## src/hdl/keyword_lexer_stream_assert.svh

```systemverilog
// Assertion macros shared by the keyword lexer RTL.
// Depends on nothing; included inside module bodies.
`ifndef KEYWORD_LEXER_STREAM_ASSERT_SVH
`define KEYWORD_LEXER_STREAM_ASSERT_SVH

// Implication in the same cycle, checked outside reset.
`define KLS_ASSERT_NOW(label, clk, rst_n, ante, cons) \
    label: assert property (@(posedge clk) disable iff (!(rst_n)) (ante) |-> (cons)) \
        else $error("keyword lexer check failed");

// Implication in the following cycle, checked outside reset.
`define KLS_ASSERT_NEXT(label, clk, rst_n, ante, cons) \
    label: assert property (@(posedge clk) disable iff (!(rst_n)) (ante) |=> (cons)) \
        else $error("keyword lexer check failed");

`endif

```

## src/hdl/kls_pkg.sv

```systemverilog
// Shared types, token codes and character helpers for the keyword lexer.
// Depends on nothing.
package kls_pkg;

    localparam int KLS_TOKEN_CHARS = 16;

    localparam logic [4:0] KIND_ERROR  = 5'd0;
    localparam logic [4:0] KIND_IDENT  = 5'd10;
    localparam logic [4:0] KIND_CONST  = 5'd11;
    localparam logic [4:0] KIND_EQ     = 5'd12;
    localparam logic [4:0] KIND_NE     = 5'd13;
    localparam logic [4:0] KIND_LE     = 5'd14;
    localparam logic [4:0] KIND_LT     = 5'd15;
    localparam logic [4:0] KIND_GE     = 5'd16;
    localparam logic [4:0] KIND_GT     = 5'd17;
    localparam logic [4:0] KIND_MINUS  = 5'd18;
    localparam logic [4:0] KIND_STAR   = 5'd19;
    localparam logic [4:0] KIND_ASSIGN = 5'd20;
    localparam logic [4:0] KIND_LPAREN = 5'd21;
    localparam logic [4:0] KIND_RPAREN = 5'd22;
    localparam logic [4:0] KIND_SEMI   = 5'd23;
    localparam logic [4:0] KIND_EOLN   = 5'd24;
    localparam logic [4:0] KIND_EOF    = 5'd25;

    localparam logic [1:0] ERR_NONE  = 2'd0;
    localparam logic [1:0] ERR_COLON = 2'd1;
    localparam logic [1:0] ERR_CHAR  = 2'd2;

    localparam logic [7:0] CH_SPACE  = 8'h20;
    localparam logic [7:0] CH_TAB    = 8'h09;
    localparam logic [7:0] CH_NL     = 8'h0A;
    localparam logic [7:0] CH_EQ     = 8'h3D;
    localparam logic [7:0] CH_LT     = 8'h3C;
    localparam logic [7:0] CH_GT     = 8'h3E;
    localparam logic [7:0] CH_COLON  = 8'h3A;
    localparam logic [7:0] CH_MINUS  = 8'h2D;
    localparam logic [7:0] CH_STAR   = 8'h2A;
    localparam logic [7:0] CH_LPAREN = 8'h28;
    localparam logic [7:0] CH_RPAREN = 8'h29;
    localparam logic [7:0] CH_SEMI   = 8'h3B;
    localparam logic [7:0] CH_BANG   = 8'h21;

    // Fixed token texts, first character in the low byte.
    localparam logic [63:0] TEXT_EOLN = 64'h0000_0000_4E4C_4F45;
    localparam logic [63:0] TEXT_EOF  = 64'h0000_0000_0046_4F45;

    // Keywords as string literals: first character in the highest used byte.
    localparam int KW_COUNT = 9;
    localparam logic [63:0] KW_TEXT [KW_COUNT] = '{
        64'("begin"), 64'("end"), 64'("integer"), 64'("if"), 64'("then"),
        64'("else"), 64'("function"), 64'("read"), 64'("write")
    };
    localparam int KW_LEN [KW_COUNT] = '{5, 3, 7, 2, 4, 4, 8, 4, 5};

    typedef struct packed {
        logic [4:0]  token_kind;
        logic [63:0] text_low;
        logic [63:0] text_high;
        logic [4:0]  text_length;
        logic        too_long;
        logic [15:0] line_number;
        logic [1:0]  error_kind;
        logic [7:0]  bad_char;
        logic        last;
    } t_result;

    function automatic logic is_alpha_char(input logic [7:0] c);
        return (c >= 8'h61 && c <= 8'h7A) || (c >= 8'h41 && c <= 8'h5A);
    endfunction

    function automatic logic is_digit(input logic [7:0] c);
        return c >= 8'h30 && c <= 8'h39;
    endfunction

    // Keyword code 1..9 for the first eight buffered characters, 0 if none.
    function automatic logic [4:0] kw_code(input logic [63:0] text,
                                           input logic [4:0] len);
        logic [4:0] code;
        logic       same;
        code = KIND_ERROR;
        for (int k = KW_COUNT - 1; k >= 0; k--) begin
            same = (len == 5'(KW_LEN[k]));
            for (int i = 0; i < 8; i++) begin
                if (i < KW_LEN[k] &&
                    text[i*8 +: 8] != KW_TEXT[k][(KW_LEN[k]-1-i)*8 +: 8]) begin
                    same = 1'b0;
                end
            end
            if (same) begin
                code = 5'(k + 1);
            end
        end
        return code;
    endfunction

endpackage

```

## src/hdl/kls_if.sv

```systemverilog
// Request channel interfaces of the keyword lexer: input bytes and tokens.
// Depends on kls_pkg.
interface kls_in_if;
    logic       valid;
    logic       ready;
    logic [7:0] char_byte;
    logic       end_of_text;

    modport source (output valid, char_byte, end_of_text, input ready);
    modport sink (input valid, char_byte, end_of_text, output ready);
endinterface

interface kls_out_if;
    import kls_pkg::*;
    logic        valid;
    logic        ready;
    logic [4:0]  token_kind;
    logic [63:0] text_low;
    logic [63:0] text_high;
    logic [4:0]  text_length;
    logic        too_long;
    logic [15:0] line_number;
    logic [1:0]  error_kind;
    logic [7:0]  bad_char;
    logic        last;

    modport source (output valid, token_kind, text_low, text_high, text_length,
                    too_long, line_number, error_kind, bad_char, last,
                    input ready);
    modport sink (input valid, token_kind, text_low, text_high, text_length,
                  too_long, line_number, error_kind, bad_char, last,
                  output ready);
endinterface

```

## src/hdl/kls_scan.sv

```systemverilog
// Scanner core: mode, token buffer and line counter, and the up to two
// results one byte causes. Depends on kls_pkg and the assertion header.
module kls_scan #(
    parameter int TOKEN_CHARS = kls_pkg::KLS_TOKEN_CHARS
) (
    input  logic              i_clk,
    input  logic              i_rst_n,
    input  logic              i_step,
    input  logic [7:0]        i_char,
    input  logic              i_eot,
    output kls_pkg::t_result  o_res_a,
    output kls_pkg::t_result  o_res_b,
    output logic [1:0]        o_res_count
);
    import kls_pkg::*;
    `include "keyword_lexer_stream_assert.svh"

    localparam int BW = TOKEN_CHARS * 8;
    localparam int CW = $clog2(TOKEN_CHARS + 1);

    typedef enum logic [2:0] {
        M_IDLE, M_IDENT, M_NUM, M_LT, M_GT, M_COLON
    } t_mode;

    t_mode          r_mode, n_mode;
    logic [BW-1:0]  r_buf, n_buf;
    logic [CW-1:0]  r_count, n_count;
    logic           r_ovf, n_ovf;
    logic [15:0]    r_line, n_line;

    logic [BW-1:0]  w_buf_app;
    logic [CW-1:0]  w_cnt_app;
    logic           w_ovf_app;
    logic [4:0]     w_kw;
    logic           w_cont, w_pair;
    logic [4:0]     w_pair_kind, w_single_kind;
    logic [15:0]    w_line_inc;
    t_result        w_flush, w_start, w_a, w_b;
    logic           w_flush_v, w_start_v;

    function automatic t_result make_tok(input logic [4:0] kind,
                                         input logic [BW-1:0] text,
                                         input logic [CW-1:0] cnt,
                                         input logic ovf,
                                         input logic [15:0] line);
        t_result     r;
        logic [127:0] wide;
        wide          = 128'(text);
        r             = '0;
        r.token_kind  = kind;
        r.text_low    = wide[63:0];
        r.text_high   = wide[127:64];
        r.text_length = 5'(cnt);
        r.too_long    = ovf;
        r.line_number = line;
        return r;
    endfunction

    function automatic t_result make_err(input logic [1:0] err,
                                         input logic [7:0] bad,
                                         input logic [15:0] line);
        t_result r;
        r             = '0;
        r.error_kind  = err;
        r.bad_char    = bad;
        r.line_number = line;
        return r;
    endfunction

    // Append the current byte to the held token.
    always_comb begin
        w_buf_app = r_buf;
        for (int i = 0; i < TOKEN_CHARS; i++) begin
            if (r_count == CW'(i)) begin
                w_buf_app[i*8 +: 8] = i_char;
            end
        end
        w_cnt_app = (r_count < CW'(TOKEN_CHARS)) ? r_count + 1'b1 : r_count;
        w_ovf_app = r_ovf | (r_count >= CW'(TOKEN_CHARS));
    end

    assign w_kw       = r_ovf ? KIND_ERROR : kw_code(r_buf[63:0], 5'(r_count));
    assign w_line_inc = (r_line != 16'hFFFF) ? r_line + 16'd1 : r_line;

    assign w_cont = (r_mode == M_IDENT && (is_alpha_char(i_char) || is_digit(i_char)))
                  || (r_mode == M_NUM && is_digit(i_char));
    assign w_pair = (r_mode == M_LT && (i_char == CH_EQ || i_char == CH_GT))
                  || ((r_mode == M_GT || r_mode == M_COLON) && i_char == CH_EQ);

    always_comb begin
        case (r_mode)
            M_LT:    w_pair_kind = (i_char == CH_EQ) ? KIND_LE : KIND_NE;
            M_GT:    w_pair_kind = KIND_GE;
            default: w_pair_kind = KIND_ASSIGN;
        endcase
    end

    always_comb begin
        case (i_char)
            CH_EQ:             w_single_kind = KIND_EQ;
            CH_MINUS:          w_single_kind = KIND_MINUS;
            CH_STAR:           w_single_kind = KIND_STAR;
            CH_LPAREN:         w_single_kind = KIND_LPAREN;
            CH_RPAREN:         w_single_kind = KIND_RPAREN;
            CH_SEMI, CH_BANG:  w_single_kind = KIND_SEMI;
            default:           w_single_kind = KIND_ERROR;
        endcase
    end

    always_comb begin
        n_mode    = r_mode;
        n_buf     = r_buf;
        n_count   = r_count;
        n_ovf     = r_ovf;
        n_line    = r_line;
        w_start_v = 1'b0;
        w_start   = '0;

        // Result of the pending token, used unless the byte extends or completes it.
        w_flush_v = 1'b1;
        case (r_mode)
            M_IDENT: w_flush = make_tok((w_kw != KIND_ERROR) ? w_kw : KIND_IDENT,
                                        r_buf, r_count, r_ovf, r_line);
            M_NUM:   w_flush = make_tok(KIND_CONST, r_buf, r_count, r_ovf, r_line);
            M_LT:    w_flush = make_tok(KIND_LT, r_buf, r_count, r_ovf, r_line);
            M_GT:    w_flush = make_tok(KIND_GT, r_buf, r_count, r_ovf, r_line);
            M_COLON: w_flush = make_err(ERR_COLON, 8'h00, r_line);
            default: begin
                w_flush   = '0;
                w_flush_v = 1'b0;
            end
        endcase

        if (i_eot) begin
            w_start_v             = 1'b1;
            w_start               = '0;
            w_start.token_kind    = KIND_EOF;
            w_start.text_low      = TEXT_EOF;
            w_start.text_length   = 5'd3;
            w_start.line_number   = r_line;
            n_mode  = M_IDLE;
            n_buf   = '0;
            n_count = '0;
            n_ovf   = 1'b0;
            n_line  = '0;
        end else if (w_cont) begin
            w_flush_v = 1'b0;
            n_buf     = w_buf_app;
            n_count   = w_cnt_app;
            n_ovf     = w_ovf_app;
        end else if (w_pair) begin
            w_flush_v = 1'b0;
            w_start_v = 1'b1;
            w_start   = make_tok(w_pair_kind, w_buf_app, w_cnt_app, 1'b0, r_line);
            n_mode    = M_IDLE;
            n_buf     = '0;
            n_count   = '0;
            n_ovf     = 1'b0;
        end else begin
            // Drop the pending token into the flush slot, then start fresh.
            n_mode  = M_IDLE;
            n_buf   = '0;
            n_count = '0;
            n_ovf   = 1'b0;
            if (i_char inside {CH_SPACE, CH_TAB}) begin
                w_start_v = 1'b0;
            end else if (is_alpha_char(i_char) || is_digit(i_char)
                         || i_char inside {CH_LT, CH_GT, CH_COLON}) begin
                n_buf   = BW'(i_char);
                n_count = CW'(1);
                if (is_alpha_char(i_char)) begin
                    n_mode = M_IDENT;
                end else if (is_digit(i_char)) begin
                    n_mode = M_NUM;
                end else if (i_char == CH_LT) begin
                    n_mode = M_LT;
                end else if (i_char == CH_GT) begin
                    n_mode = M_GT;
                end else begin
                    n_mode = M_COLON;
                end
            end else if (i_char == CH_NL) begin
                n_line              = w_line_inc;
                w_start_v           = 1'b1;
                w_start             = '0;
                w_start.token_kind  = KIND_EOLN;
                w_start.text_low    = TEXT_EOLN;
                w_start.text_length = 5'd4;
                w_start.line_number = w_line_inc;
            end else if (w_single_kind != KIND_ERROR) begin
                w_start_v = 1'b1;
                w_start   = make_tok(w_single_kind, BW'(i_char), CW'(1), 1'b0, r_line);
            end else begin
                w_start_v = 1'b1;
                w_start   = make_err(ERR_CHAR, i_char, r_line);
            end
        end
    end

    // Pack the flush and start results in order and mark the final one.
    always_comb begin
        if (w_flush_v) begin
            w_a         = w_flush;
            w_b         = w_start;
            o_res_count = w_start_v ? 2'd2 : 2'd1;
        end else begin
            w_a         = w_start;
            w_b         = '0;
            o_res_count = w_start_v ? 2'd1 : 2'd0;
        end
        if (o_res_count == 2'd2) begin
            w_b.last = 1'b1;
        end else if (o_res_count == 2'd1) begin
            w_a.last = 1'b1;
        end
    end

    assign o_res_a = w_a;
    assign o_res_b = w_b;

    always_ff @(posedge i_clk) begin
        if (!i_rst_n) begin
            r_mode  <= M_IDLE;
            r_buf   <= '0;
            r_count <= '0;
            r_ovf   <= 1'b0;
            r_line  <= '0;
        end else if (i_step) begin
            r_mode  <= n_mode;
            r_buf   <= n_buf;
            r_count <= n_count;
            r_ovf   <= n_ovf;
            r_line  <= n_line;
        end
    end

    `KLS_ASSERT_NEXT(a_eot_clears, i_clk, i_rst_n, i_step && i_eot,
        r_mode == M_IDLE && r_line == 16'd0 && r_count == '0)
    `KLS_ASSERT_NOW(a_count_bound, i_clk, i_rst_n, 1'b1,
        r_count <= CW'(TOKEN_CHARS))
    `KLS_ASSERT_NOW(a_err_no_kind, i_clk, i_rst_n, o_res_a.error_kind != ERR_NONE,
        o_res_a.token_kind == KIND_ERROR && o_res_a.text_length == 5'd0)

endmodule

```

## src/hdl/keyword_lexer_stream.sv

```systemverilog
// Keyword lexer top level: input register, scanner core, two-slot result buffer.
// Depends on kls_pkg, kls_in_if, kls_out_if, kls_scan and the assertion header.
//
// Use: the source feeds one ASCII byte per request on i_in (char_byte), or a
// request with end_of_text set to close the text. Tokens leave on o_out, one
// request each: keywords, identifiers, constants, operators, end of line and
// a final end of file, or an error with error_kind and bad_char. The last
// flag marks the final result one input byte caused; bytes that only extend
// a token, and blanks with no token pending, cause none.
// Path: a byte passes the input register, then the scanner writes its results
// into the result buffer in a single pass; a second result waits in slot 1
// and follows on o_out once the first is taken.
// Throughput: one byte per cycle while each byte gives at most one result and
// o_out is ready; a byte that both closes a token and emits its own holds the
// next byte until its second result drains through the single result port.
// Reset: synchronous, active low; clears scanner mode, token buffer, line
// count and both channels. End of text also returns the scanner to that state.
// Stall: when o_out is held off the buffer fills, the scanner holds its byte
// and i_in.ready drops; nothing is lost or repeated.
module keyword_lexer_stream #(
    parameter int TOKEN_CHARS = kls_pkg::KLS_TOKEN_CHARS
) (
    input  logic       i_clk,
    input  logic       i_rst_n,
    kls_in_if.sink     i_in,
    kls_out_if.source  o_out
);
    import kls_pkg::*;
    `include "keyword_lexer_stream_assert.svh"

    // Input register.
    logic        r_in_valid;
    logic [7:0]  r_in_char;
    logic        r_in_eot;

    // Result buffer: slot 0 is on the output, slot 1 waits behind it.
    logic [1:0]  r_cnt;
    t_result     r_slot0, r_slot1;

    t_result     w_res_a, w_res_b;
    logic [1:0]  w_res_count;
    logic        w_pop, w_can_load, w_step;

    assign w_pop      = (r_cnt != 2'd0) && o_out.ready;
    // Load only into a buffer that is empty after this cycle.
    assign w_can_load = (r_cnt == 2'd0) || (r_cnt == 2'd1 && w_pop);
    assign w_step     = r_in_valid && w_can_load;
    assign i_in.ready = !r_in_valid || w_step;

    kls_scan #(
        .TOKEN_CHARS (TOKEN_CHARS)
    ) u_scan (
        .i_clk       (i_clk),
        .i_rst_n     (i_rst_n),
        .i_step      (w_step),
        .i_char      (r_in_char),
        .i_eot       (r_in_eot),
        .o_res_a     (w_res_a),
        .o_res_b     (w_res_b),
        .o_res_count (w_res_count)
    );

    always_ff @(posedge i_clk) begin
        if (!i_rst_n) begin
            r_in_valid <= 1'b0;
            r_cnt      <= 2'd0;
        end else begin
            // Advance the input register whenever its byte moves on.
            if (i_in.ready) begin
                r_in_valid <= i_in.valid;
                if (i_in.valid) begin
                    r_in_char <= i_in.char_byte;
                    r_in_eot  <= i_in.end_of_text;
                end
            end
            if (w_step) begin
                r_slot0 <= w_res_a;
                r_slot1 <= w_res_b;
                r_cnt   <= w_res_count;
            end else if (w_pop) begin
                r_slot0 <= r_slot1;
                r_cnt   <= r_cnt - 2'd1;
            end
        end
    end

    assign o_out.valid       = (r_cnt != 2'd0);
    assign o_out.token_kind  = r_slot0.token_kind;
    assign o_out.text_low    = r_slot0.text_low;
    assign o_out.text_high   = r_slot0.text_high;
    assign o_out.text_length = r_slot0.text_length;
    assign o_out.too_long    = r_slot0.too_long;
    assign o_out.line_number = r_slot0.line_number;
    assign o_out.error_kind  = r_slot0.error_kind;
    assign o_out.bad_char    = r_slot0.bad_char;
    assign o_out.last        = r_slot0.last;

    `KLS_ASSERT_NOW(a_no_overwrite, i_clk, i_rst_n, w_step,
        r_cnt == 2'd0 || w_pop)
    `KLS_ASSERT_NOW(a_last_order, i_clk, i_rst_n, w_step && w_res_count == 2'd2,
        !w_res_a.last && w_res_b.last)
    `KLS_ASSERT_NOW(a_hold_input, i_clk, i_rst_n, r_in_valid && !w_step,
        !i_in.ready)

endmodule

```

## src/flat_wrapper.sv

```systemverilog
// flat-port wrapper written by rule: the top's interface ports become plain ports
module keyword_lexer_stream_flat import kls_pkg::*;
#(
    parameter int TOKEN_CHARS = kls_pkg::KLS_TOKEN_CHARS
)
  (i_clk, i_rst_n, i_in_valid, i_in_char_byte, i_in_end_of_text, i_in_ready, o_out_valid, o_out_token_kind, o_out_text_low, o_out_text_high, o_out_text_length, o_out_too_long, o_out_line_number, o_out_error_kind, o_out_bad_char, o_out_last, o_out_ready);
  kls_in_if i_in_i ();
  kls_out_if o_out_i ();
  input  logic i_clk;
  input  logic i_rst_n;
  input wire logic [$bits(i_in_i.valid)-1:0] i_in_valid;
  input wire logic [$bits(i_in_i.char_byte)-1:0] i_in_char_byte;
  input wire logic [$bits(i_in_i.end_of_text)-1:0] i_in_end_of_text;
  output wire logic [$bits(i_in_i.ready)-1:0] i_in_ready;
  output wire logic [$bits(o_out_i.valid)-1:0] o_out_valid;
  output wire logic [$bits(o_out_i.token_kind)-1:0] o_out_token_kind;
  output wire logic [$bits(o_out_i.text_low)-1:0] o_out_text_low;
  output wire logic [$bits(o_out_i.text_high)-1:0] o_out_text_high;
  output wire logic [$bits(o_out_i.text_length)-1:0] o_out_text_length;
  output wire logic [$bits(o_out_i.too_long)-1:0] o_out_too_long;
  output wire logic [$bits(o_out_i.line_number)-1:0] o_out_line_number;
  output wire logic [$bits(o_out_i.error_kind)-1:0] o_out_error_kind;
  output wire logic [$bits(o_out_i.bad_char)-1:0] o_out_bad_char;
  output wire logic [$bits(o_out_i.last)-1:0] o_out_last;
  input wire logic [$bits(o_out_i.ready)-1:0] o_out_ready;
  assign i_in_i.valid = i_in_valid;
  assign i_in_i.char_byte = i_in_char_byte;
  assign i_in_i.end_of_text = i_in_end_of_text;
  assign i_in_ready = i_in_i.ready;
  assign o_out_valid = o_out_i.valid;
  assign o_out_token_kind = o_out_i.token_kind;
  assign o_out_text_low = o_out_i.text_low;
  assign o_out_text_high = o_out_i.text_high;
  assign o_out_text_length = o_out_i.text_length;
  assign o_out_too_long = o_out_i.too_long;
  assign o_out_line_number = o_out_i.line_number;
  assign o_out_error_kind = o_out_i.error_kind;
  assign o_out_bad_char = o_out_i.bad_char;
  assign o_out_last = o_out_i.last;
  assign o_out_i.ready = o_out_ready;
  keyword_lexer_stream #(.TOKEN_CHARS(TOKEN_CHARS)) u_core (.i_clk(i_clk), .i_rst_n(i_rst_n), .i_in(i_in_i), .o_out(o_out_i));
endmodule
```

## config.mk

```make
export PLATFORM = sky130hd
export DESIGN_NAME = keyword_lexer_stream_flat
export DESIGN_NICKNAME = d
export VERILOG_FILES = /design/src/hdl/kls_pkg.sv /design/src/hdl/kls_if.sv /design/src/hdl/kls_scan.sv /design/src/hdl/keyword_lexer_stream.sv /design/src/flat_wrapper.sv
export VERILOG_INCLUDE_DIRS = /design/src /design/src/hdl
export SDC_FILE = /design/constraint.sdc
export NUM_CORES = 1
export LEC_CHECK = 0
export ABC_CLOCK_PERIOD_IN_PS = 19550
export BUFFER_PORTS_ARGS = -buffer_cell sky130_fd_sc_hd__buf_2
export CAP_MARGIN = 20
export CORE_ASPECT_RATIO = 1.1
export CORE_UTILIZATION = 38
export CTS_CLUSTER_DIAMETER = 40
export CTS_CLUSTER_SIZE = 14
export DETAILED_ROUTE_END_ITERATION = 10
export GPL_TIMING_DRIVEN = 0
export SYNTH_ARGS = -nofsm -noshare
export SYNTH_HDL_FRONTEND = slang
export SYNTH_HIERARCHICAL = 1
export SYNTH_SLANG_ARGS = --single-unit
```

## constraint.sdc

```tcl
create_clock -name i_clk -period 19.55 [get_ports i_clk]
set_clock_uncertainty 0.1 [all_clocks]
set_input_delay 0.9775 -clock i_clk [delete_from_list [all_inputs] [get_ports i_clk]]
set_output_delay 0.9775 -clock i_clk [all_outputs]
set_load 0.02 [all_outputs]
```

# Word-level counts from Yosys, hierarchy flattened
# Cells that the tools add are included.
# W data, S select, Z words.
word_totals:
  ff_bits: 497
classes:
  bitwise_logic: 1
  magnitude_cmp: 8
  add_sub_neg: 3
  eq_ne: 78
  n_reduce_logical: 36
  mux: 129
op_table:
  columns: ["operator", "count"]
  rows:
  - ["$mux W166", 10]
  - ["$pmux W166 S5", 1]
  - ["$ne A8 B7 Y1 const B", 37]
  - ["$mux W128", 2]
  - ["$mux W8", 19]
  - ["$mux W16", 7]
  - ["$eq A8 B6 Y1 const B", 11]
  - ["$mux W1", 61]
  - ["$mux W5", 9]
  - ["$eq A5 B4 Y1 const B", 8]
  - ["$pmux W5 S6", 1]
  - ["$mux W3", 8]
  - ["$eq A5 B3 Y1 const B", 4]
  - ["$mux W4", 5]
  - ["$add A16 B1 Y16 const B", 1]
  - ["$eq A8 B4 Y1 const B", 2]
  - ["$ge A8 B7 Y1 const B", 2]
  - ["$le A8 B7 Y1 const B", 2]
  - ["$ne A16 B16 Y1 const B", 1]
  - ["$eq A5 B2 Y1 const B", 2]
  - ["$logic_and A1 B1 Y1", 10]
  - ["$mux W2", 5]
  - ["$pmux W5 S2", 1]
  - ["$reduce_bool A5 Y1", 2]
  - ["25 further kinds", 44]

# Depth between registers and ports, before layout
# Gate-level depths: netlist (run 1).
depth:
  ltp_word: 24
  mapped_depth: 15
  ltp_nobuf: 10

# By module
# The synthesis (run 1) kept the hierarchy.
by_module_without_submodules:
  columns: ["mod", "cells_each", "area_per_inst_um2", "instances"]
  rows:
  - ["keyword_lexer_stream", 554, 12981.2, 1]
  - ["kls_scan", 1459, 10787.8, 1]

# Worst setup path before layout (run 1)
# Ideal clock, no wire load.
synth_path:
  path_kind: "in2reg"
  from: "in o_out_ready"
  to: "reg u_core/r_slot1[0] (netlist name) (enable)"
  slack_ns: 10.216
  t_arrival_ns: 8.538
  t_required_ns: 18.753
  setup_ns: 0.697
  stages: 6
  path_buffers: 3
  path_cell_list: "a21oi_2 > nand2b_4 > buf_6 > buf_12 > buf_12 > nor2_1"
synth_via:
  elab_chain_len: 5
synth_lines:
  columns: ["item", "line", "source"]
  rows:
  - ["start, declared", "flat_wrapper.sv:25", "input wire logic [$bits(o_out_i.ready)-1:0] o_out_ready;"]
  - ["$logic_and A1 B1 Y1", "keyword_lexer_stream.sv:44", "assign w_pop = (r_cnt != 2'd0) && o_out.ready;"]
  - ["$logic_and A1 B1 Y1", "keyword_lexer_stream.sv:46", "assign w_can_load = (r_cnt == 2'd0) || (r_cnt == 2'd1 && w_pop);"]
  - ["$logic_or A1 B1 Y1", "keyword_lexer_stream.sv:46", null]
  - ["$logic_and A1 B1 Y1", "keyword_lexer_stream.sv:47", "assign w_step = r_in_valid && w_can_load;"]
  - ["$reduce_and A2 Y1 (no source line)", null, null]
  - ["end signal, assigned", "keyword_lexer_stream.sv:78", "r_slot1 <= w_res_b;"]
  - ["end, declared", "keyword_lexer_stream.sv:38", "t_result r_slot0, r_slot1;"]
# No other way between the ends.
# A chain may end at the register's enable or synchronous reset.

# Final worst setup path (run 1)
layout_path:
  from: "reg u_core.r_in_char[2]"
  to: "reg u_core.r_cnt[0]"
layout_via:
  elab_chain_len: 13
  word_cells_on_any_way: 39
  cone_classes: "6 x order compare; 6 x eq/ne; 12 x mux; 15 x reduce/logical"
layout_lines:
  columns: ["item", "line", "source"]
  rows:
  - ["start, declared", "keyword_lexer_stream.sv:33", "logic [7:0] r_in_char;"]
  - ["start signal, assigned", "keyword_lexer_stream.sv:72", "r_in_char <= i_in.char_byte;"]
  - ["$ge A8 B7 Y1 or $le A8 B7 Y1 (tied branches)", "kls_pkg.sv:68", "return (c >= 8'h61 && c <= 8'h7A) || (c >= 8'h41 && c <= 8'h5A);"]
  - ["$logic_and A1 B1 Y1", "kls_pkg.sv:68", null]
  - ["$logic_or A1 B1 Y1", "kls_pkg.sv:68", null]
  - ["$logic_or A1 B1 Y1", "kls_scan.sv:85, kls_scan.sv:167", null]
  - ["$logic_or A1 B1 Y1", "kls_scan.sv:168", "|| i_char inside {CH_LT, CH_GT, CH_COLON}) begin"]
  - ["$mux W1", "kls_scan.sv:167", "end else if (is_alpha_char(i_char) || is_digit(i_char)"]
  - ["$mux W1", "kls_scan.sv:165", "if (i_char inside {CH_SPACE, CH_TAB}) begin"]
  - ["$mux W1", "kls_scan.sv:151", "end else if (w_pair) begin"]
  - ["$mux W1", "kls_scan.sv:146", "end else if (w_cont) begin"]
  - ["$mux W1", "kls_scan.sv:134", "if (i_eot) begin"]
  - ["$mux W1 or $mux W2 (tied branches)", "kls_scan.sv:209, kls_scan.sv:205", null]
  - ["$mux W2 (*)", "kls_scan.sv:202", "if (w_flush_v) begin"]
  - ["net u_core.w_res_count[0]", "keyword_lexer_stream.sv:41", "logic [1:0] w_res_count;"]
  - ["$mux W2 (*)", "keyword_lexer_stream.sv:76", "if (w_step) begin"]
  - ["end signal, assigned", "keyword_lexer_stream.sv:79", "r_cnt <= w_res_count;"]
  - ["end signal, assigned", "keyword_lexer_stream.sv:82", "r_cnt <= r_cnt - 2'd1;"]
  - ["end, declared", "keyword_lexer_stream.sv:37", "logic [1:0] r_cnt;"]
# Mark *: on every way through the listed nets, which the timed path passes. The rest lies on a longest branch.

==> impl_metrics.toml, run 1 <==
[status]
outcome = "finished, final reports clean"

[die]
coreArea_sq_um = 61500
initial_core_util_pct = 38.7
die_y_um = 264
fp.dieW_um = 240
ios = 181
row_count = 95
die_area_sq_um = 63600

[placed_design]
hpwl_mm = 51.1
dpl.cell_count = 3136
gp_congestion = 0.926
port_buffers = 180

[power_and_ir_drop]
ir_drop_v = 0.0000658
p_clk_share_pct = 45.3
combinationalPowerShare_pct = 16.0
leakage_nw = 11.2
intPower_mw = 2.38
fin_total_pwr_mw = 3.28
switching_share_pct = 27.6
seq_power_share_pct = 38.7
p_per_area_nw_per_um2 = 112
switchingPower_mw = 0.906

[yosys]
synth_top_area_share_pct = 43.1
yosysWarnings = 6
synth.area.top_cells = "edfxtp_1 43%, dfxtp_1 13%, mux2_4 6.1%"
yosysTopAreaCell = "edfxtp_1"
synthesis.area_sq_um = 23800
seq_area_frac_synth_pct = 56.2
synth_most_common_cell = "edfxtp_1"
synth_common_cells = "341 x edfxtp_1, 227 x nor2_1, 156 x dfxtp_1"
synth_area_per_cell_sq_um = 11.8
yosysUniqueCellTypes = 83
synth-main-ff-cell = "edfxtp_1"
async_flop_share_pct = 0
synth-seq-cells = 497
synth_edf_count = 341
synth_cells = 2013

[cells_and_area]
fillers = 5616
regArea_sq_um = 13400
area_growth_pct = 22.8
fin_cells = 3293
final_layout_size_suffix_gt1_share_pct = 27.6
num-nets-final = 2422
multiInputGateArea_sq_um = 9180
diodes = 0

[run]
drv_cap = 0

[grt]
top_usage_layer = "met2"
grt_max_degree = 70
met1_usage_pct = 28.3
met2_usage_pct = 37.7
overflow = 0
grt_use_met3_pct = 3.43
grt_pass1_wl_mm = 106
grt_pass1_vias = 17400
gr-usage-all-layers_pct = 22.4
antenna_found_initial = 1

[timing]
whs_ps = 383
worst_pin_slew_ps = 1200
rsz0062_at_grt = "no"
post-route-min-period_ps = 4890
max_freq_ghz = 0.204
drv_slew = 0
fin_setup_tns_ps = 0
hold_violations = 0
finalCritPeriodShare_pct = 25.0
slew_headroom_pct = 20.0
finalSetupViolations = 0

[critical_path]
crit_fanout = 10
critPathLaunchType = "flop"
crit_type = "flop to flop"
required_ps = 19910
arrival_ps = 5260
crit_path_end_kind = "flop"

[clock_tree]
clock_latency_ps = 640
htreeDepth = 3
cts_tree = "yes"
post_cts_buffers = 0
clock-root-buffer = "clkbuf_16"
clock_sinks = 497
cts.path.max_buffers = 3
clk_pin_slew_worst_paths_ps = 60
cts_resized = 0
cts_hold_buffers = 0
cts_inserted_buffers = 83

[drt]
postRouteAntennaNets = 0
drt_iter0_drc = 1499
num_vias = 17600
routed_via_density = 5.34
totalWireLength_mm = 71.8
dr.pass1.iters = 5
routedWlPerCell_um = 21.8
drc = 0

[worst_hold_path]
hold_class = "flop to flop"
==> worst max-delay path, stage by stage, from the launching register on <==
cell,delay (ps)
edfxtp_1,370
clkbuf_1,240
or4_1,570
o221ai_1,560
o32a_1,350
a31oi_4,220
inv_2,260
buf_2,350
buf_1,650
ha_1,380
buf_4,150
o311ai_0,350
o221ai_1,190
==> flip-flops by register name, summed over array words and instances, names as in the netlist, 8 cells and up <==
register and flops:
u_core/o_out.text_high 64, u_core/o_out.text_low 64, u_core/u_scan/r_buf 128, u_core/r_slot1 166, u_core/r_in_char 8, u_core/u_scan/r_line 16
u_core/o_out.line_number 16, u_core/o_out.bad_char 8
==> metrics by stage <==
stage                     worst slack [ps]  utilization [%]  instance area (sq um)
final                                14660             47.5                  29200
after CTS                            14780             47.5                  29200
after detailed placement             14800             42.8                  26300
after global routing                 14480             47.5                  29200
after floorplan                      10220                -                  24200
after global placement                6370             42.5                  26100
==> final timing paths <==
kind	startpoint	endpoint	slack, ps	cells past startpoint
hold reg to reg	u_core/u_scan/r_buf[111]$_SDFFE_PN0P_	u_core/u_scan/r_buf[111]$_SDFFE_PN0P_	380	1
setup / recovery	u_core/r_in_char[2]$_DFFE_PP_	u_core/r_cnt[0]$_SDFFE_PN0P_	14660	12
setup reg to reg	u_core/r_in_char[2]$_DFFE_PP_	u_core/r_cnt[0]$_SDFFE_PN0P_	14660	12
hold / removal	u_core/u_scan/r_buf[111]$_SDFFE_PN0P_	u_core/u_scan/r_buf[111]$_SDFFE_PN0P_	380	1
==> logic make-up (layout without fill, tap and decap cells) <==
family | after synthesis | after routing | share of synthesized area (%)
AND/OR/NAND/NOR | 627 | 627 | 13.8
flip-flops | 497 | 497 | 56.2
AO/OA/AOI/OAI | 431 | 431 | 12.5
buffers and inverters | 264 | 609 | 6.94
multiplexers | 177 | 177 | 9.86
adder cells (fa/ha/maj) | 8 | 8 | 0.421
XOR/XNOR | 8 | 8 | 0.295
other | 1 | 112 | 0.0158
==> area by class of cell <==
type | instances | share of cell area (%)
clock inverters | 63 | 2.47
flip-flops and latches | 497 | 45.8
inverters | 28 | 0.360
repair buffers | 192 | 3.71
clock buffers | 90 | 7.39
multi-input cells | 1363 | 31.5
well taps | 824 | 3.53
plain buffers | 236 | 5.29
==> power by group through the flow <==
stage / logic (mW) / registers, mW / clock network, mW
floorplan: 0.288 / 1.37 / 0
finish: 0.525 / 1.27 / 1.49
CTS: 0.528 / 1.27 / 1.52
detailed placement: 0.525 / 1.29 / 0
global placement: 0.508 / 1.32 / 0
global route: 0.555 / 1.28 / 1.56
==> routing by layer <==
| layer | share of wire (%) | vias up |
|---|---|---|
| met3 | 6.2 | 175 |
| li1 | - | 8095 |
| met5 | 0 | - |
| met4 | 3.8 | 0 |
| met2 | 49 | 720 |
| met1 | 41 | 8595 |
==> cells in the final DEF, fill, tap and decap left out, drive strengths merged, types with 6 or more instances in the layout <==
cell      count
or2           6
a22o         32
nand2b       18
inv          51
nand3b        7
mux2        169
o22ai        15
nand4b       11
conb        112
dfxtp       156
or3          10
nand3        41
buf         343
o21ai        98
clkinv       22
nor3b         6
nor4         16
a21oi        52
nand4        25
nor2b        14
clkinvlp     10
or4          10
bufinv        8
o21a         46
and2         70
edfxtp      341
a31oi        15
and3         25
mux2i         8
a211oi        8
a22oi       107
a21o         12
nand2        88
ha            8
nor4bb       13
nor3         19
clkbuf      175
nor2        227
(Power assumes the default switching activity.)
==> inputs of run 2 (changes only) <==
- ABC_CLOCK_PERIOD_IN_PS: 19550 -> 4130
- clock period: 19.55 -> 4.13 ns (I/O delays scaled with it)
==> impl_metrics.toml, run 2 (synthesis gave the netlist of run 1 again) <==
[clock_tree]
clock_latency_ps = 640
htreeDepth = 3
clk_pin_slew_worst_paths_ps = 50
cts_tree = "yes"
cts.path.max_buffers = 3
clock_sinks = 497
cts_inserted_buffers = 84
clock-root-buffer = "clkbuf_16"

[placed_design]
dp_slack_ps = -619
gp_congestion = 0.930
postPlaceCellArea_sq_um = 26300
port_buffers = 180
hpwl_mm = 51.0

[power_and_ir_drop]
combinationalPowerShare_pct = 15.9
ir_drop_v = 0.000319
switching_share_pct = 26.8
leakage_nw = 11.3
p_per_area_nw_per_um2 = 535
seq_power_share_pct = 38.2
intPower_mw = 11.5
switchingPower_mw = 4.23
p_clk_share_pct = 45.9

[die]
die_y_um = 264
fp.dieW_um = 240
initial_core_util_pct = 38.7
row_count = 95
ios = 181
coreArea_sq_um = 61500
die_area_sq_um = 63600

[critical_path]
crit_family = "compound AO/OA/AOI/OAI gates"
critPathLaunchType = "flop"
max_stage_delay_ps = 570
critPathSlowestCell = "or4_1"
cp_cell_sequence = "clkbuf_1, or4_1, o221ai_2, o32a_1, buf_1, a311oi_2, nand2_1, o21ai_1, a21o_1, mux2_4"
crit_fanout = 10
crit_type = "flop to flop"
arrival_ps = 4340
required_ps = 4410
ff2ff_setup_slack_ps = 70
crit_path_end_kind = "flop"
path_buf_inv = 2

[drt]
postRouteAntennaNets = 0
drt_iter0_drc = 1713
totalWireLength_mm = 72.4
num_vias = 17700
routedWlPerCell_um = 21.9
routed_via_density = 5.36
dr.pass1.iters = 5
drc = 0

[status]
outcome = "finished, final reports clean"

[cells_and_area]
diodes = 0
largest_register_ffs = 166
final_common_cell = "edfxtp_1"
largest_registers = "u_core/r_slot1 (166), u_core/u_scan/r_buf (128)"
top_register = "u_core/r_slot1"
final_cell_mix = "341 x edfxtp_1, 226 x nor2_1, 188 x buf_2"
num-nets-final = 2433
finalInstanceArea_sq_um = 29500
final_layout_size_suffix_gt1_share_pct = 27.5
area_growth_pct = 23.9

[timing]
worst_pin_slew_ps = 1220
finalCritPeriodShare_pct = 98.2
drv_slew = 0
post-route-min-period_ps = 4060
worst_slack_ps = 73.6
hold_violations = 0
slew_headroom_pct = 18.8
max_freq_ghz = 0.247
rsz0062_at_grt = "yes"
finalSetupViolations = 0

[grt]
grt_max_degree = 70
grt_pass1_vias = 17600
grt_pass1_wl_mm = 108
antenna_found_initial = 2
gr-usage-all-layers_pct = 22.7
overflow = 0

[run]
drv_cap = 0

[worst_hold_path]
hold_class = "input pin to flop"
## run 2: path summary, 6_finish.rpt
kind	to	from	cells past startpoint
max	u_core/o_out.text_low[26]$_DFFE_PP_	u_core/r_in_char[3]$_DFFE_PP_	10
min	u_core/r_in_char[6]$_DFFE_PP_	i_in_char_byte[6]	2
max reg2reg	u_core/o_out.text_low[26]$_DFFE_PP_	u_core/r_in_char[3]$_DFFE_PP_	10
min reg2reg	u_core/u_scan/r_buf[119]$_SDFFE_PN0P_	u_core/u_scan/r_buf[119]$_SDFFE_PN0P_	1
## run 2: power by group through the flow
stage               Combinational [mW]  Clock, mW  Sequential, mW
detailed placement                2.51          0            6.12
CTS                               2.54       7.37            6.03
finish                            2.51       7.23            6.02
global route                      2.67       7.59            6.06
global placement                  2.43          0            6.17
floorplan                         1.39          0            6.45
## run 2: worst register-to-register path, cell delays in order (launching register included)
cell and delay [ps]:
edfxtp_1 370, clkbuf_1 240, or4_1 580, o221ai_2 390
o32a_1 320, buf_1 470, a311oi_2 350, nand2_1 320
o21ai_1 130, a21o_1 270, mux2_4 290
## run 2: per-stage QoR
stage	hold WS, ps	TNS [ps]	std cells	util (%)	total power, mW
after floorplan	205	0	2124	-	7.84
after global placement	287	-276940	3128	42.6	8.60
after detailed placement	285	-6170	3136	42.8	8.63
after CTS	160	0	3308	47.9	15.9
after global routing	203	-61.0	3307	47.9	16.3
final	207	0	3307	47.9	15.8
## run 2: timing repair
action | CTS | global route
buffers inserted | 2 | 0
endpoints found under the setup margin | 76 | 4
hold buffers | 14 | 0
hold endpoints to repair | 12 | 0
pin swaps | 1 | 0
gates resized for setup | 4 | 3
## run 2: area by class of cell
class,instances,area (sq um)
tap,824,1030
inverter,28,105
clock buffer,97,2280
fill,5610,32000
clock inverter,60,674
timing repair buffer,204,1220
multi-input combinational,1363,9250
sequential,497,13400
buffer,234,1540
## run 2: routing by layer
metal	vias up	global-route usage (%)	routed length, um
li1	8125	-	-
met1	8621	28.5	29500
met2	778	38.3	35400
met3	183	3.53	4690
met4	4	10.4	2870
met5	-	0	25
==> inputs of run 3 (changes only) <==
==> constraint.sdc (replaced) <==
create_clock -name i_clk -period 4.13 [get_ports i_clk]
set_clock_uncertainty 0.1 [all_clocks]
set_input_delay 0.826 -clock i_clk [delete_from_list [all_inputs] [get_ports i_clk]]
set_output_delay 0.826 -clock i_clk [all_outputs]
set_load 0.02 [all_outputs]
==> impl_metrics.toml, run 3 (synthesis gave the netlist of run 1 again) <==
[power_and_ir_drop]
p_per_area_nw_per_um2 = 527
fin_total_pwr_mw = 15.4
ir_drop_v = 0.000343
leakage_nw = 11.2

[timing]
finalSetupViolations = 0
slew_headroom_pct = 20.3
fin_setup_tns_ps = 0
max_freq_ghz = 0.247
worst_pin_slew_ps = 1190
rsz0062_at_grt = "no"
drv_slew = 0
worst_slack_ps = 82.1
finalCritPeriodShare_pct = 98.0
post-route-min-period_ps = 4050
hold_violations = 0

[drt]
postRouteAntennaNets = 0
routedWlPerCell_um = 21.8
num_vias = 17500
drt_iter0_drc = 1534
totalWireLength_mm = 71.7
dr.pass1.iters = 5
routed_via_density = 5.33
drc = 0

[critical_path]
critPathLaunchType = "flop"
ff2ff_setup_slack_ps = 80
required_ps = 4500
crit_fanout = 10
arrival_ps = 4420
crit_type = "flop to flop"
crit_path_end_kind = "flop"

[cells_and_area]
fillers = 5665
multiInputGateArea_sq_um = 9200
largest_registers = "u_core/r_slot1 (166), u_core/u_scan/r_buf (128)"
top_register = "u_core/r_slot1"
final_cell_mix = "341 x edfxtp_1, 226 x nor2_1, 188 x buf_2"
final_layout_size_suffix_gt1_share_pct = 27.7
num-nets-final = 2420
area_growth_pct = 22.7
fin_cells = 3293
finalInstanceArea_sq_um = 29200
diodes = 0
regArea_sq_um = 13400
final_common_cell = "edfxtp_1"
largest_register_ffs = 166

[clock_tree]
htreeDepth = 3
clock-root-buffer = "clkbuf_16"
clk_pin_slew_worst_paths_ps = 40
cts_inserted_buffers = 82
cts.path.max_buffers = 3
cts_tree = "yes"
clock_sinks = 497
clock_latency_ps = 640

[die]
fp.dieW_um = 240
initial_core_util_pct = 38.7
ios = 181
row_count = 95
coreArea_sq_um = 61500
die_area_sq_um = 63600
die_y_um = 264

[placed_design]
dpl.cell_count = 3137
gp_congestion = 0.942
postPlaceCellArea_sq_um = 26300
hpwl_mm = 51.0
port_buffers = 180
dp_slack_ps = -558

[grt]
gr-usage-all-layers_pct = 22.5
overflow = 0
antenna_found_initial = 0
grt_pass1_vias = 17400
grt_pass1_wl_mm = 107
grt_max_degree = 70

[worst_hold_path]
hold_class = "input pin to flop"

[run]
drv_cap = 0

[status]
outcome = "finished, final reports clean"
## run 3: cell types whose count changed in the layout (fill, tap and decap cells not counted), sizes merged
cell         change
inv              +5
buf              -1
clkbuf           -2
clkinvlp         +8
bufinv           -4
clkinv           -6
dlygate4sd3     -14
## run 3: cell type report
type / instances / share of cell area (%)
buffer: 234 / 5.30
timing repair buffer: 193 / 3.78
inverter: 28 / 0.369
tap: 824 / 3.54
multi-input combinational: 1363 / 31.6
sequential: 497 / 45.8
clock inverter: 63 / 2.29
clock buffer: 91 / 7.33
## run 3: repair_timing
item	4_1_cts	5_1_grt
pin swaps	1	0
setup buffers	2	0
setup endpoints to repair	58	67
resized for setup	2	7
hold buffers	0	0
## run 3: power by group
part / switching, mW / internal (mW) / total, mW
Combinational: 1.52 / 0.973 / 2.49
Clock: 2.65 / 4.23 / 6.87
Sequential: 0.116 / 5.90 / 6.01
Total: 4.28 / 11.1 / 15.4
## run 3: final timing paths
check,end,startpoint,depth (start not counted)
worst min register to register,u_core/u_scan/r_buf[111]$_SDFFE_PN0P_,u_core/u_scan/r_buf[111]$_SDFFE_PN0P_,1
worst max register to register,u_core/r_cnt[0]$_SDFFE_PN0P_,u_core/r_in_char[6]$_DFFE_PP_,13
worst max-delay path,u_core/r_cnt[0]$_SDFFE_PN0P_,u_core/r_in_char[6]$_DFFE_PP_,13
worst min-delay path,u_core/r_in_char[4]$_DFFE_PP_,i_in_char_byte[4],1
## run 3: metrics by stage
step / utilization (%) / hold slack (ps)
6_report: 47.4 / 283
2_1_floorplan: - / 344
3_3_place_gp: 42.5 / 358
3_5_place_dp: 42.8 / 363
5_1_grt: 47.4 / 264
4_1_cts: 47.4 / 249
## run 3: routing by layer
metal  track usage, %  wire, um  vias to the layer above
li1                 -         -                     8093
met4             11.0      2940                        0
met1             28.3     29700                     8578
met5                0         0                        -
met2             37.5     35000                      707
met3             3.41      4080                      166
## run 3: worst max-delay path: stages (launching register included)
cell and delay [ps]:
edfxtp_1 360, buf_2 210, or3b_1 420, or2_1 240, clkbuf_1 190, or4_4 540, a31oi_4 230, inv_4 120
clkbuf_4 230, buf_4 240, ha_1 330, buf_4 150, o311ai_0 330, o221ai_1 190
